===== src/hw/rtl/addt_pkg.sv =====
// Shared types, widths and constants for the angle-dependent dead-time block.
`default_nettype none

package addt_pkg;

  // Field and datapath widths.
  localparam int ANGLE_W = 16;
  localparam int VAL_W   = 24;
  localparam int DIST_W  = 15;
  localparam int TICK_W  = 16;
  localparam int CORR_W  = 8;
  localparam int IDX_W   = 3;
  localparam int SQ_W    = 2 * DIST_W;
  localparam int CUBE_W  = 3 * DIST_W;
  localparam int CUBE_LO_W = 20;
  localparam int CUBE_HI_W = CUBE_W - CUBE_LO_W;
  localparam int PROD_HI_W = CUBE_HI_W + VAL_W;
  localparam int PROD_LO_W = CUBE_LO_W + VAL_W;
  localparam int CUB_W     = PROD_HI_W - CUBE_LO_W;
  localparam int SUM_W     = CUB_W + 1;

  // Number of register stages from input to output register.
  localparam int STAGES = 8;

  // Default values for the top-level parameters.
  localparam int                TABLE_BITS_DEF  = 8;
  localparam logic [VAL_W-1:0]  FIXED_H2L_DEF   = 24'd3072;
  localparam logic [VAL_W-1:0]  FIXED_L2H_DEF   = 24'd3072;
  localparam logic [CORR_W-1:0] CORR_H2L_DEF    = 8'd0;
  localparam logic [CORR_W-1:0] CORR_L2H_DEF    = 8'd0;

  // Configuration register indexes.
  localparam logic [IDX_W-1:0] REG_VARIABLE_MODE = 3'd0;
  localparam logic [IDX_W-1:0] REG_CURVE_BEGIN   = 3'd1;
  localparam logic [IDX_W-1:0] REG_CURVE_FACTOR  = 3'd2;
  localparam logic [IDX_W-1:0] REG_CURVE_PLATEAU = 3'd3;
  localparam logic [IDX_W-1:0] REG_OUTSIDE_VALUE = 3'd4;
  localparam logic [IDX_W-1:0] REG_LOWER_LIMIT   = 3'd5;
  localparam logic [IDX_W-1:0] REG_UPPER_LIMIT   = 3'd6;
  localparam logic [IDX_W-1:0] REG_ZERO_WIDTH    = 3'd7;

  // Source of a lane's dead-time value.
  typedef enum logic [1:0] {
    SEL_CUBIC,
    SEL_PLATEAU,
    SEL_OUTSIDE,
    SEL_FIXED
  } sel_t;

  // Curve and limit settings shared by both lanes.
  typedef struct packed {
    logic [VAL_W-1:0] curve_begin;
    logic [VAL_W-1:0] curve_factor;
    logic [VAL_W-1:0] curve_plateau;
    logic [VAL_W-1:0] outside_value;
    logic [VAL_W-1:0] lower_limit;
    logic [VAL_W-1:0] upper_limit;
  } curve_cfg_t;

endpackage

`default_nettype wire


===== src/hw/rtl/addt_lane.sv =====
// One dead-time lane: cubic curve, value selection, clamping and correction.
`default_nettype none

module addt_lane #(
  parameter logic [addt_pkg::VAL_W-1:0]  FIXED_VALUE = addt_pkg::FIXED_H2L_DEF,
  parameter logic [addt_pkg::CORR_W-1:0] CORRECTION  = addt_pkg::CORR_H2L_DEF
) (
  input  wire logic                             clk,
  input  wire logic [addt_pkg::STAGES-1:0]      load,
  input  wire addt_pkg::curve_cfg_t             cfg,
  input  wire addt_pkg::sel_t                   sel_in,
  input  wire logic [addt_pkg::DIST_W-1:0]      dist_in,
  output logic      [addt_pkg::TICK_W-1:0]      ticks
);

  localparam int VW = addt_pkg::VAL_W;
  localparam int CW = addt_pkg::CUB_W;
  localparam int LW = addt_pkg::CUBE_LO_W;
  localparam int SW = addt_pkg::SQ_W;
  localparam int QW = addt_pkg::CUBE_W;
  localparam int HW = addt_pkg::PROD_HI_W;
  localparam int PW = addt_pkg::PROD_LO_W;

  addt_pkg::sel_t sel1, sel2, sel3, sel4, sel5;
  logic [addt_pkg::DIST_W-1:0]    dist1, dist2;
  logic [addt_pkg::SQ_W-1:0]      sq2;
  logic [addt_pkg::CUBE_W-1:0]    cube3;
  logic [addt_pkg::PROD_HI_W-1:0] prod_hi4;
  logic [addt_pkg::PROD_LO_W-1:0] prod_lo4;
  logic [CW-1:0]                  cub5;
  logic [CW:0]                    val6;
  logic [VW-1:0]                  clamp7;

  logic [addt_pkg::PROD_HI_W:0]   part_sum;
  logic [CW:0]                    val_next;
  logic [VW-1:0]                  clamp_next;
  logic [addt_pkg::TICK_W:0]      tick_sum;

  // Region code and crossing distance.
  always_ff @(posedge clk) begin
    if (load[0]) begin
      sel1  <= sel_in;
      dist1 <= dist_in;
    end
  end

  // Distance squared.
  always_ff @(posedge clk) begin
    if (load[1]) begin
      sel2  <= sel1;
      dist2 <= dist1;
      sq2   <= SW'(dist1) * SW'(dist1);
    end
  end

  // Distance cubed.
  always_ff @(posedge clk) begin
    if (load[2]) begin
      sel3  <= sel2;
      cube3 <= QW'(sq2) * QW'(dist2);
    end
  end

  // Cube times gain, split into upper and lower partial products.
  always_ff @(posedge clk) begin
    if (load[3]) begin
      sel4     <= sel3;
      prod_hi4 <= HW'(cube3[addt_pkg::CUBE_W-1:LW]) * HW'(cfg.curve_factor);
      prod_lo4 <= PW'(cube3[LW-1:0]) * PW'(cfg.curve_factor);
    end
  end

  // Combine the partial products and drop the fraction.
  assign part_sum = {1'b0, prod_hi4}
                  + {{(addt_pkg::PROD_HI_W + 1 - (addt_pkg::PROD_LO_W - LW)){1'b0}},
                     prod_lo4[addt_pkg::PROD_LO_W-1:LW]};

  always_ff @(posedge clk) begin
    if (load[4]) begin
      sel5 <= sel4;
      cub5 <= part_sum[addt_pkg::PROD_HI_W-1:LW];
    end
  end

  // Pick the dead-time source.
  always_comb begin
    unique case (sel5)
      addt_pkg::SEL_CUBIC:   val_next = {{(CW + 1 - VW){1'b0}}, cfg.curve_begin} + {1'b0, cub5};
      addt_pkg::SEL_PLATEAU: val_next = {{(CW + 1 - VW){1'b0}}, cfg.curve_plateau};
      addt_pkg::SEL_OUTSIDE: val_next = {{(CW + 1 - VW){1'b0}}, cfg.outside_value};
      addt_pkg::SEL_FIXED:   val_next = {{(CW + 1 - VW){1'b0}}, FIXED_VALUE};
      default:               val_next = '0;
    endcase
  end

  always_ff @(posedge clk) begin
    if (load[5]) begin
      val6 <= val_next;
    end
  end

  // Clamp to the limits; the lower-limit test is made first.
  always_comb begin
    priority if (val6 < {{(CW + 1 - VW){1'b0}}, cfg.lower_limit}) begin
      clamp_next = cfg.lower_limit;
    end else if (val6 > {{(CW + 1 - VW){1'b0}}, cfg.upper_limit}) begin
      clamp_next = cfg.upper_limit;
    end else begin
      clamp_next = val6[VW-1:0];
    end
  end

  always_ff @(posedge clk) begin
    if (load[6]) begin
      clamp7 <= clamp_next;
    end
  end

  // Whole ticks plus driver correction, saturated.
  assign tick_sum = {1'b0, clamp7[VW-1:VW-addt_pkg::TICK_W]}
                  + {{(addt_pkg::TICK_W + 1 - addt_pkg::CORR_W){1'b0}}, CORRECTION};

  always_ff @(posedge clk) begin
    if (load[7]) begin
      ticks <= tick_sum[addt_pkg::TICK_W] ? '1 : tick_sum[addt_pkg::TICK_W-1:0];
    end
  end

endmodule

`default_nettype wire


===== src/hw/rtl/angle_dependent_deadtime.sv =====
// Top level of the angle-dependent bridge dead-time generator.
// Each accepted phase angle yields one pair of dead-times in whole ticks. A new angle can
// be taken in every cycle while in_stall is low. The pipeline has eight stages: region
// decode, square, cube, split gain multiply, partial-product merge, value select, clamp,
// and correction with saturation. Stalls on the output hold the finished pair while empty
// stages upstream keep filling. The user must write configuration through the plain write
// port only while no transaction is in flight; the block itself does not enforce this.
`default_nettype none

module angle_dependent_deadtime #(
  parameter int                           TABLE_BITS             = addt_pkg::TABLE_BITS_DEF,
  parameter logic [addt_pkg::VAL_W-1:0]  FIXED_HIGH_TO_LOW      = addt_pkg::FIXED_H2L_DEF,
  parameter logic [addt_pkg::VAL_W-1:0]  FIXED_LOW_TO_HIGH      = addt_pkg::FIXED_L2H_DEF,
  parameter logic [addt_pkg::CORR_W-1:0] CORRECTION_HIGH_TO_LOW = addt_pkg::CORR_H2L_DEF,
  parameter logic [addt_pkg::CORR_W-1:0] CORRECTION_LOW_TO_HIGH = addt_pkg::CORR_L2H_DEF
) (
  input  wire logic                          clk,
  input  wire logic                          rst,
  input  wire logic                          in_valid,
  output logic                               in_stall,
  input  wire logic [addt_pkg::ANGLE_W-1:0]  phase_angle,
  output logic                               out_valid,
  input  wire logic                          out_stall,
  output logic      [addt_pkg::TICK_W-1:0]   high_to_low_ticks,
  output logic      [addt_pkg::TICK_W-1:0]   low_to_high_ticks,
  input  wire logic                          cfg_write,
  input  wire logic [addt_pkg::IDX_W-1:0]    cfg_index,
  input  wire logic [addt_pkg::VAL_W-1:0]    cfg_data
);

  localparam int AW = addt_pkg::ANGLE_W;
  localparam int DW = addt_pkg::DIST_W;
  localparam int NS = addt_pkg::STAGES;
  localparam logic [AW-1:0] QMASK    = {AW{1'b1}} << (AW - TABLE_BITS);
  localparam logic [AW:0]   HALF     = 17'h08000;
  localparam logic [AW:0]   FULL     = 17'h10000;

  // Configuration registers.
  logic                      variable_mode;
  logic [DW-1:0]             zero_width;
  addt_pkg::curve_cfg_t      cfg;

  always_ff @(posedge clk) begin
    if (rst) begin
      variable_mode     <= 1'b0;
      zero_width        <= '0;
      cfg.curve_begin   <= '0;
      cfg.curve_factor  <= '0;
      cfg.curve_plateau <= '0;
      cfg.outside_value <= '0;
      cfg.lower_limit   <= '0;
      cfg.upper_limit   <= '1;
    end else if (cfg_write) begin
      unique case (cfg_index)
        addt_pkg::REG_VARIABLE_MODE: variable_mode     <= cfg_data[0];
        addt_pkg::REG_CURVE_BEGIN:   cfg.curve_begin   <= cfg_data;
        addt_pkg::REG_CURVE_FACTOR:  cfg.curve_factor  <= cfg_data;
        addt_pkg::REG_CURVE_PLATEAU: cfg.curve_plateau <= cfg_data;
        addt_pkg::REG_OUTSIDE_VALUE: cfg.outside_value <= cfg_data;
        addt_pkg::REG_LOWER_LIMIT:   cfg.lower_limit   <= cfg_data;
        addt_pkg::REG_UPPER_LIMIT:   cfg.upper_limit   <= cfg_data;
        addt_pkg::REG_ZERO_WIDTH:    zero_width        <= cfg_data[DW-1:0];
        default: ;
      endcase
    end
  end

  // Pipeline occupancy; a stage loads when it is empty or its content moves on.
  logic [NS-1:0] valid;
  logic [NS:0]   ready;

  always_comb begin
    ready[NS] = !out_stall;
    for (int k = NS - 1; k >= 0; k--) begin
      ready[k] = !valid[k] || ready[k+1];
    end
  end

  always_ff @(posedge clk) begin
    if (rst) begin
      valid <= '0;
    end else begin
      if (ready[0]) begin
        valid[0] <= in_valid;
      end
      for (int k = 1; k < NS; k++) begin
        if (ready[k]) begin
          valid[k] <= valid[k-1];
        end
      end
    end
  end

  assign in_stall  = !ready[0];
  assign out_valid = valid[NS-1];

  // Quantize the angle and find the region and crossing distance of each lane.
  logic [AW:0]     ang;
  logic [AW:0]     zw;
  logic [AW:0]     dist_h_lo, dist_h_hi, dist_l_hi;
  addt_pkg::sel_t  sel_h, sel_l;
  logic [DW-1:0]   dist_h, dist_l;

  assign ang       = {1'b0, phase_angle & QMASK};
  assign zw        = {{(AW + 1 - DW){1'b0}}, zero_width};
  assign dist_h_lo = ang - HALF;
  assign dist_h_hi = FULL - ang;
  assign dist_l_hi = HALF - ang;

  // High-to-low curve on the second half turn.
  always_comb begin
    dist_h = '0;
    if (!variable_mode) begin
      sel_h = addt_pkg::SEL_FIXED;
    end else if (ang > HALF) begin
      priority if (dist_h_lo < zw) begin
        sel_h  = addt_pkg::SEL_CUBIC;
        dist_h = dist_h_lo[DW-1:0];
      end else if (dist_h_hi < zw) begin
        sel_h  = addt_pkg::SEL_CUBIC;
        dist_h = dist_h_hi[DW-1:0];
      end else begin
        sel_h  = addt_pkg::SEL_PLATEAU;
      end
    end else begin
      sel_h = addt_pkg::SEL_OUTSIDE;
    end
  end

  // Low-to-high curve on the first half turn.
  always_comb begin
    dist_l = '0;
    if (!variable_mode) begin
      sel_l = addt_pkg::SEL_FIXED;
    end else if (ang < HALF) begin
      priority if (ang < zw) begin
        sel_l  = addt_pkg::SEL_CUBIC;
        dist_l = ang[DW-1:0];
      end else if (dist_l_hi < zw) begin
        sel_l  = addt_pkg::SEL_CUBIC;
        dist_l = dist_l_hi[DW-1:0];
      end else begin
        sel_l  = addt_pkg::SEL_PLATEAU;
      end
    end else begin
      sel_l = addt_pkg::SEL_OUTSIDE;
    end
  end

  // The two dead-time lanes.
  addt_lane #(
    .FIXED_VALUE (FIXED_HIGH_TO_LOW),
    .CORRECTION  (CORRECTION_HIGH_TO_LOW)
  ) u_lane_h2l (
    .clk     (clk),
    .load    (ready[NS-1:0]),
    .cfg     (cfg),
    .sel_in  (sel_h),
    .dist_in (dist_h),
    .ticks   (high_to_low_ticks)
  );

  addt_lane #(
    .FIXED_VALUE (FIXED_LOW_TO_HIGH),
    .CORRECTION  (CORRECTION_LOW_TO_HIGH)
  ) u_lane_l2h (
    .clk     (clk),
    .load    (ready[NS-1:0]),
    .cfg     (cfg),
    .sel_in  (sel_l),
    .dist_in (dist_l),
    .ticks   (low_to_high_ticks)
  );

endmodule

`default_nettype wire

===== config.mk =====
export PLATFORM = sky130hd
export DESIGN_NAME = angle_dependent_deadtime
export DESIGN_NICKNAME = d
export VERILOG_FILES = /design/src/hw/rtl/addt_pkg.sv /design/src/hw/rtl/addt_lane.sv /design/src/hw/rtl/angle_dependent_deadtime.sv
export SDC_FILE = /design/constraint.sdc
export NUM_CORES = 2
export LEC_CHECK = 0
export BUFFER_PORTS_ARGS = -buffer_cell sky130_fd_sc_hd__buf_4
export CORE_MARGIN = 2
export CORE_UTILIZATION = 45
export DETAILED_ROUTE_END_ITERATION = 8
export PLACE_DENSITY = 0.58
export SYNTH_ARGS = -nofsm -noshare
export SYNTH_HDL_FRONTEND = slang
export SYNTH_SLANG_ARGS = --single-unit

===== constraint.sdc =====
create_clock -name clk -period 18.5 [get_ports clk]
set_input_delay 2.775 -clock clk [delete_from_list [all_inputs] [get_ports clk]]
set_output_delay 2.775 -clock clk [all_outputs]
set_load 0.05 [all_outputs]

After elaboration in Yosys (flattened, before gate mapping)
Index checks and enable logic that the tools add are counted.
W data, S select, Z words.

storage, ports and cells
  logic and storage cells = 138
  output and inout port bits = 34
  bits of input ports = 48
  flip-flop bits (word level) = 782

operators by class
  reduce and logical (&&, ||, !) cells = 32
  equal/unequal tests = 13
  bitwise logic cells = 3
  $lt $le $gt $ge = 10
  add/subtract/negate cells = 7
  multiply operators = 8
  multiplexer cells = 16

operator list
  kind                      number
  $pmux W30 S4              2
  $add A49 B24 Y49          2
  $mul A25 B24 Y49          2
  $mux W24                  4
  $mul A30 B15 Y45          2
  $mul A20 B24 Y44          2
  $add A24 B29 Y30          2
  $gt A30 B24 Y1            2
  $lt A30 B24 Y1            2
  $mul A15 B15 Y30          2
  $mux W15                  4
  $lt A17 B15 Y1            3
  $reduce_and A2 Y1         10
  $sub A16 B16 Y17 const A  1
  $sub A16 B16 Y17 const B  1
  $sub A17 B16 Y17 const A  1
  $gt A16 B16 Y1 const B    1
  $lt A16 B15 Y1            1
  $lt A16 B16 Y1 const B    1
  $eq A3 B3 Y1 const B      4
  $logic_not A1 Y1          10
  $eq A2 B2 Y1 const B      4
  $logic_or A1 B1 Y1        8
  $eq A3 B2 Y1 const B      2
  7 further kinds           16

Longest topological paths before layout
  word-level depth = 10
  mapped depth = 27
  mapped depth without buffers = 25

Modules after synthesis
From an unflattened synthesis, not the netlist that was laid out.

unflattened totals
  cell total of the unflattened synthesis = 15153
  area total of the unflattened synthesis = 141729.7 um^2

by module, submodules not included
  module                    area an instance (um^2)  cells each  instances  seq. area each (um^2)
  addt_lane at u_lane_l2h   68100.3                  7257        1          8318.0
  addt_lane at u_lane_h2l   66815.3                  7039        1          8318.0
  angle_dependent_deadtime  6814.0                   857         1          3363.2

Worst setup path after synthesis
Ideal clock, no wire load.

  path kind = input-to-output
  from = input out_stall
  to = output in_stall
  cell stages on the path = 6
  data arrival time = 5761 ps
  path slack = 9964 ps
  cells stage by stage = and3_1 > and3_1 > nand3_1 > nor2_1 > nand2_1 > inv_1

on the way
  word-level cells in the longest chain between the ends = 10

ends and longest elaborated chain
  element                           RTL line                        source
  start, declared                   angle_dependent_deadtime.sv:23  input wire logic out_stall,
  $logic_not A1 Y1                  angle_dependent_deadtime.sv:73  ready[NS] = !out_stall;
  $logic_or A1 B1 Y1 (6 in series)  angle_dependent_deadtime.sv:75  ready[k] = !valid[k] || ready[k+1];
  net ready[2]                      angle_dependent_deadtime.sv:70  logic [NS:0] ready;
  $logic_or A1 B1 Y1 (2 in series)  angle_dependent_deadtime.sv:75
  $logic_not A1 Y1                  angle_dependent_deadtime.sv:94  assign in_stall = !ready[0];
  end, declared                     angle_dependent_deadtime.sv:20  output logic in_stall,

The timed path passes the listed nets, and every way through them passes these cells.

Worst setup path after layout
  from = register, netlist name cfg[102]
  to = register u_lane_h2l.prod_hi4[48] (netlist name) (data pin)

on the way
  word-level cells in the longest chain between the ends = 1

ends and longest elaborated chain
  element               RTL line         source
  $mul A25 B24 Y49      addt_lane.sv:68  prod_hi4 <= HW'(cube3[addt_pkg::CUBE_W-1:LW]) * HW'(cfg.curve_factor);
  end signal, assigned  addt_lane.sv:68
  end, declared         addt_lane.sv:28  logic [addt_pkg::PROD_HI_W-1:0] prod_hi4;

Every way passes these cells.
A chain may end at the register's enable or synchronous reset.

==> metrics.cfg <==
[cells_and_area]
nFillCells=13619
mostFrequentLayoutCells=inv_1, fa_1, nand2_1, and2_1, ha_1
multi_input_area_sq_um=45800
drive_gt1_frac=0.0446
layout_commonest_cell=inv_1
utilization=0.482
nets=8459
register_area_sq_um=14000
final_cells=8676
area_growth_pct=6.74
design_area_sq_um=69900

[timing]
period_needed_ns=8.38
fin_setup_tns_ns=0
slew_headroom=0.176
finalWorstSetupSlack_ns=10.12
holdWs_ns=0.403
setup_violations=0
worstMarginPinSlew_ns=1.22
finalHoldViolations=0
fmax_mhz=119
rsz0062_at_grt=false
drv_slew=0
timing.final.crit_share=0.453
fin_skew_ns=0.0322

[clock_tree]
max-clock-path-buffers=3
htree_num_levels=2
clock-sinks=522
cts_root_buf=clkbuf_16
ctsResizeCount=0
numCtsBuffers=53
cts_tree=done
clock_latency_ns=0.63
clkTransAtPathRegs_ns=0.06
cts_setup_buffers=0
cts_hold_buf=0

[grt]
overflow=0
grt_pass1_wl_mm=270
grt_use_total=0.232
grt_antenna_before_repair=9
first_global_vias=48272
grt_start_max_net_pins=87

[worst_setup_path]
worstPathMaxFanout=33
critical-path-max-stage-delay_ns=0.73
required_ns=18.89
crit_path_start_kind=register
path_cells=buf_4 -> and2_1 -> fa_1 -> fa_1 -> inv_1 -> fa_1 -> fa_1 -> fa_1 -> inv_1 -> fa_1 -> inv_1 -> fa_1 -> inv_1 -> ha_1 -> a2111oi_0 -> o21ai_1 -> a21oi_1 -> a211oi_2 -> o211ai_2 -> a21oi_1 -> a311oi_1 -> nor3_1 -> a311oi_1
path_buf_inv=5
end_kind=register
crit_slowest_cell=dfxtp_1
critical_path.top_delay_family=adder cells
critPathArrivalTime_ns=8.77
critical_path_class=register to register
worst_path_most_repeated_cell=fa_1

[drt]
antenna_left=0
first_pass_iters=5
drc=0
wl_per_cell_um=19.2
dr.first_iter.drc_count=2732
via_per_inst=5.27
num_vias=45741
wirelength_mm=167

[power]
vdd_drop_max_mv=0.0650
p_leak_nw=35.9
power_density_nw_per_um2=36.5
power_mw=2.55

[floorplanning]
ioPinCount=82
fp.dieH_um=386
core_area_sq_um=145000
fp.dieW_um=386
num_rows=140
start_util=0.452
die_area_sq_um=149000

[placement]
dp_cells=8574
gp_congestion=0.883
dp_hpwl_mm=126
place_area_sq_um=68100
dp_slack_ns=10.10
port_buffers=73

[yosys]
syn_nets=8527
yosysWarnings=0
ys_async_sr_fraction=0
avgSynthCellArea_sq_um=9.66
synth_edf_count=354
synth_ff_type=edfxtp_1
synth-seq-area-share=0.214
ys_seq_elements=522
syn_area_sq_um=65500
ys_types=84
syn-instance-count=6780

[job]
maxCapViolations=0

[run_status]
status=completed

[worst_hold_path]
worstHoldPathType=register to register

-- report_power, final --
group	internal [mW]	leakage, nW	total [mW]	switching [mW]
Clock	0.650	0.893	1.15	0.500
Combinational	0.0433	29.4	0.141	0.0972
Sequential	1.25	5.61	1.26	0.0111
-- synthesized netlist by cell type (7+ instances only) --
cell type,number,area share
edfxtp_1,354,0.16
o21a_1,21,0.0024
a211o_1,28,0.0037
fa_1,972,0.30
nor2_1,157,0.0090
inv_1,1231,0.071
a2111oi_0,8,0.0011
clkbuf_1,274,0.016
o211ai_1,14,0.0016
dfxtp_1,168,0.051
mux2i_1,74,0.011
xor2_1,50,0.0067
a22oi_1,10,0.0011
xnor2_1,108,0.014
or3_1,14,0.0013
and3b_1,14,0.0019
a211oi_1,17,0.0019
and2_1,763,0.073
o21bai_1,35,0.0040
nor2b_1,30,0.0029
and3_1,21,0.0020
nand3_1,44,0.0034
nor3_1,46,0.0035
nand2b_1,20,0.0019
or2_2,11,0.0011
a21o_1,108,0.012
nand2_1,859,0.049
a21oi_1,313,0.024
ha_1,727,0.14
nand4_1,35,0.0033
o21ai_0,108,0.0083
a31oi_1,15,0.0014
o21ai_1,9,0.00069
o31ai_1,7,0.00080
-- final timing paths --
kind                                         startpoint                      end  slack (ns)  cells after the start
worst max-delay path                           cfg[102]  u_lane_h2l.prod_hi4[48]       10.12                     23
worst min-delay path            u_lane_h2l.prod_hi4[41]      u_lane_h2l.cub5[21]        0.40                      0
worst max register to register                 cfg[102]  u_lane_h2l.prod_hi4[48]       10.12                     23
worst min register to register  u_lane_h2l.prod_hi4[41]      u_lane_h2l.cub5[21]        0.40                      0
-- per-layer routing --
metal | track usage | share of wire | vias to the layer above
met2 | 0.397 | 0.49 | 972
met4 | 0.0472 | 0.018 | 2
met3 | 0.0259 | 0.046 | 199
li1 | - | - | 21232
met1 | 0.317 | 0.45 | 23336
met5 | 0 | 0.000078 | -
-- layout make-up --
| type | instances | share of cell area |
|---|---|---|
| tap | 1917 | 0.0343 |
| clock buffer | 59 | 0.0200 |
| inverter | 1231 | 0.0661 |
| clock inverter | 40 | 0.00644 |
| timing repair buffer | 163 | 0.0175 |
| sequential | 522 | 0.200 |
| multi-input combinational | 4741 | 0.655 |
| antenna | 3 | 0.000107 |
-- logic make-up after synthesis --
kind of cell,count (synthesis),synth area share
AOI/OAI and AO/OA,755,0.0734
DFF,522,0.214
muxes,76,0.0117
and+or+nand+nor,2053,0.157
xor gates and xnor gates,158,0.0211
adders and majority gates,1699,0.436
buffers and inverters,1517,0.0872
-- state kept, by name, summed over array words and instances (netlist names), 8 cells and up --
name / count
cfg: 144
u_lane_h2l.clamp7: 16
u_lane_h2l.cub5: 29
u_lane_h2l.cube3: 21
u_lane_h2l.prod_hi4: 29
u_lane_h2l.sq2: 13
u_lane_h2l.ticks: 16
u_lane_h2l.val6: 30
u_lane_l2h.clamp7: 16
u_lane_l2h.cub5: 29
u_lane_l2h.cube3: 21
u_lane_l2h.prod_hi4: 29
u_lane_l2h.sq2: 13
u_lane_l2h.ticks: 16
u_lane_l2h.val6: 30
valid: 8
zero_width: 15
(Power assumes the default switching activity.)
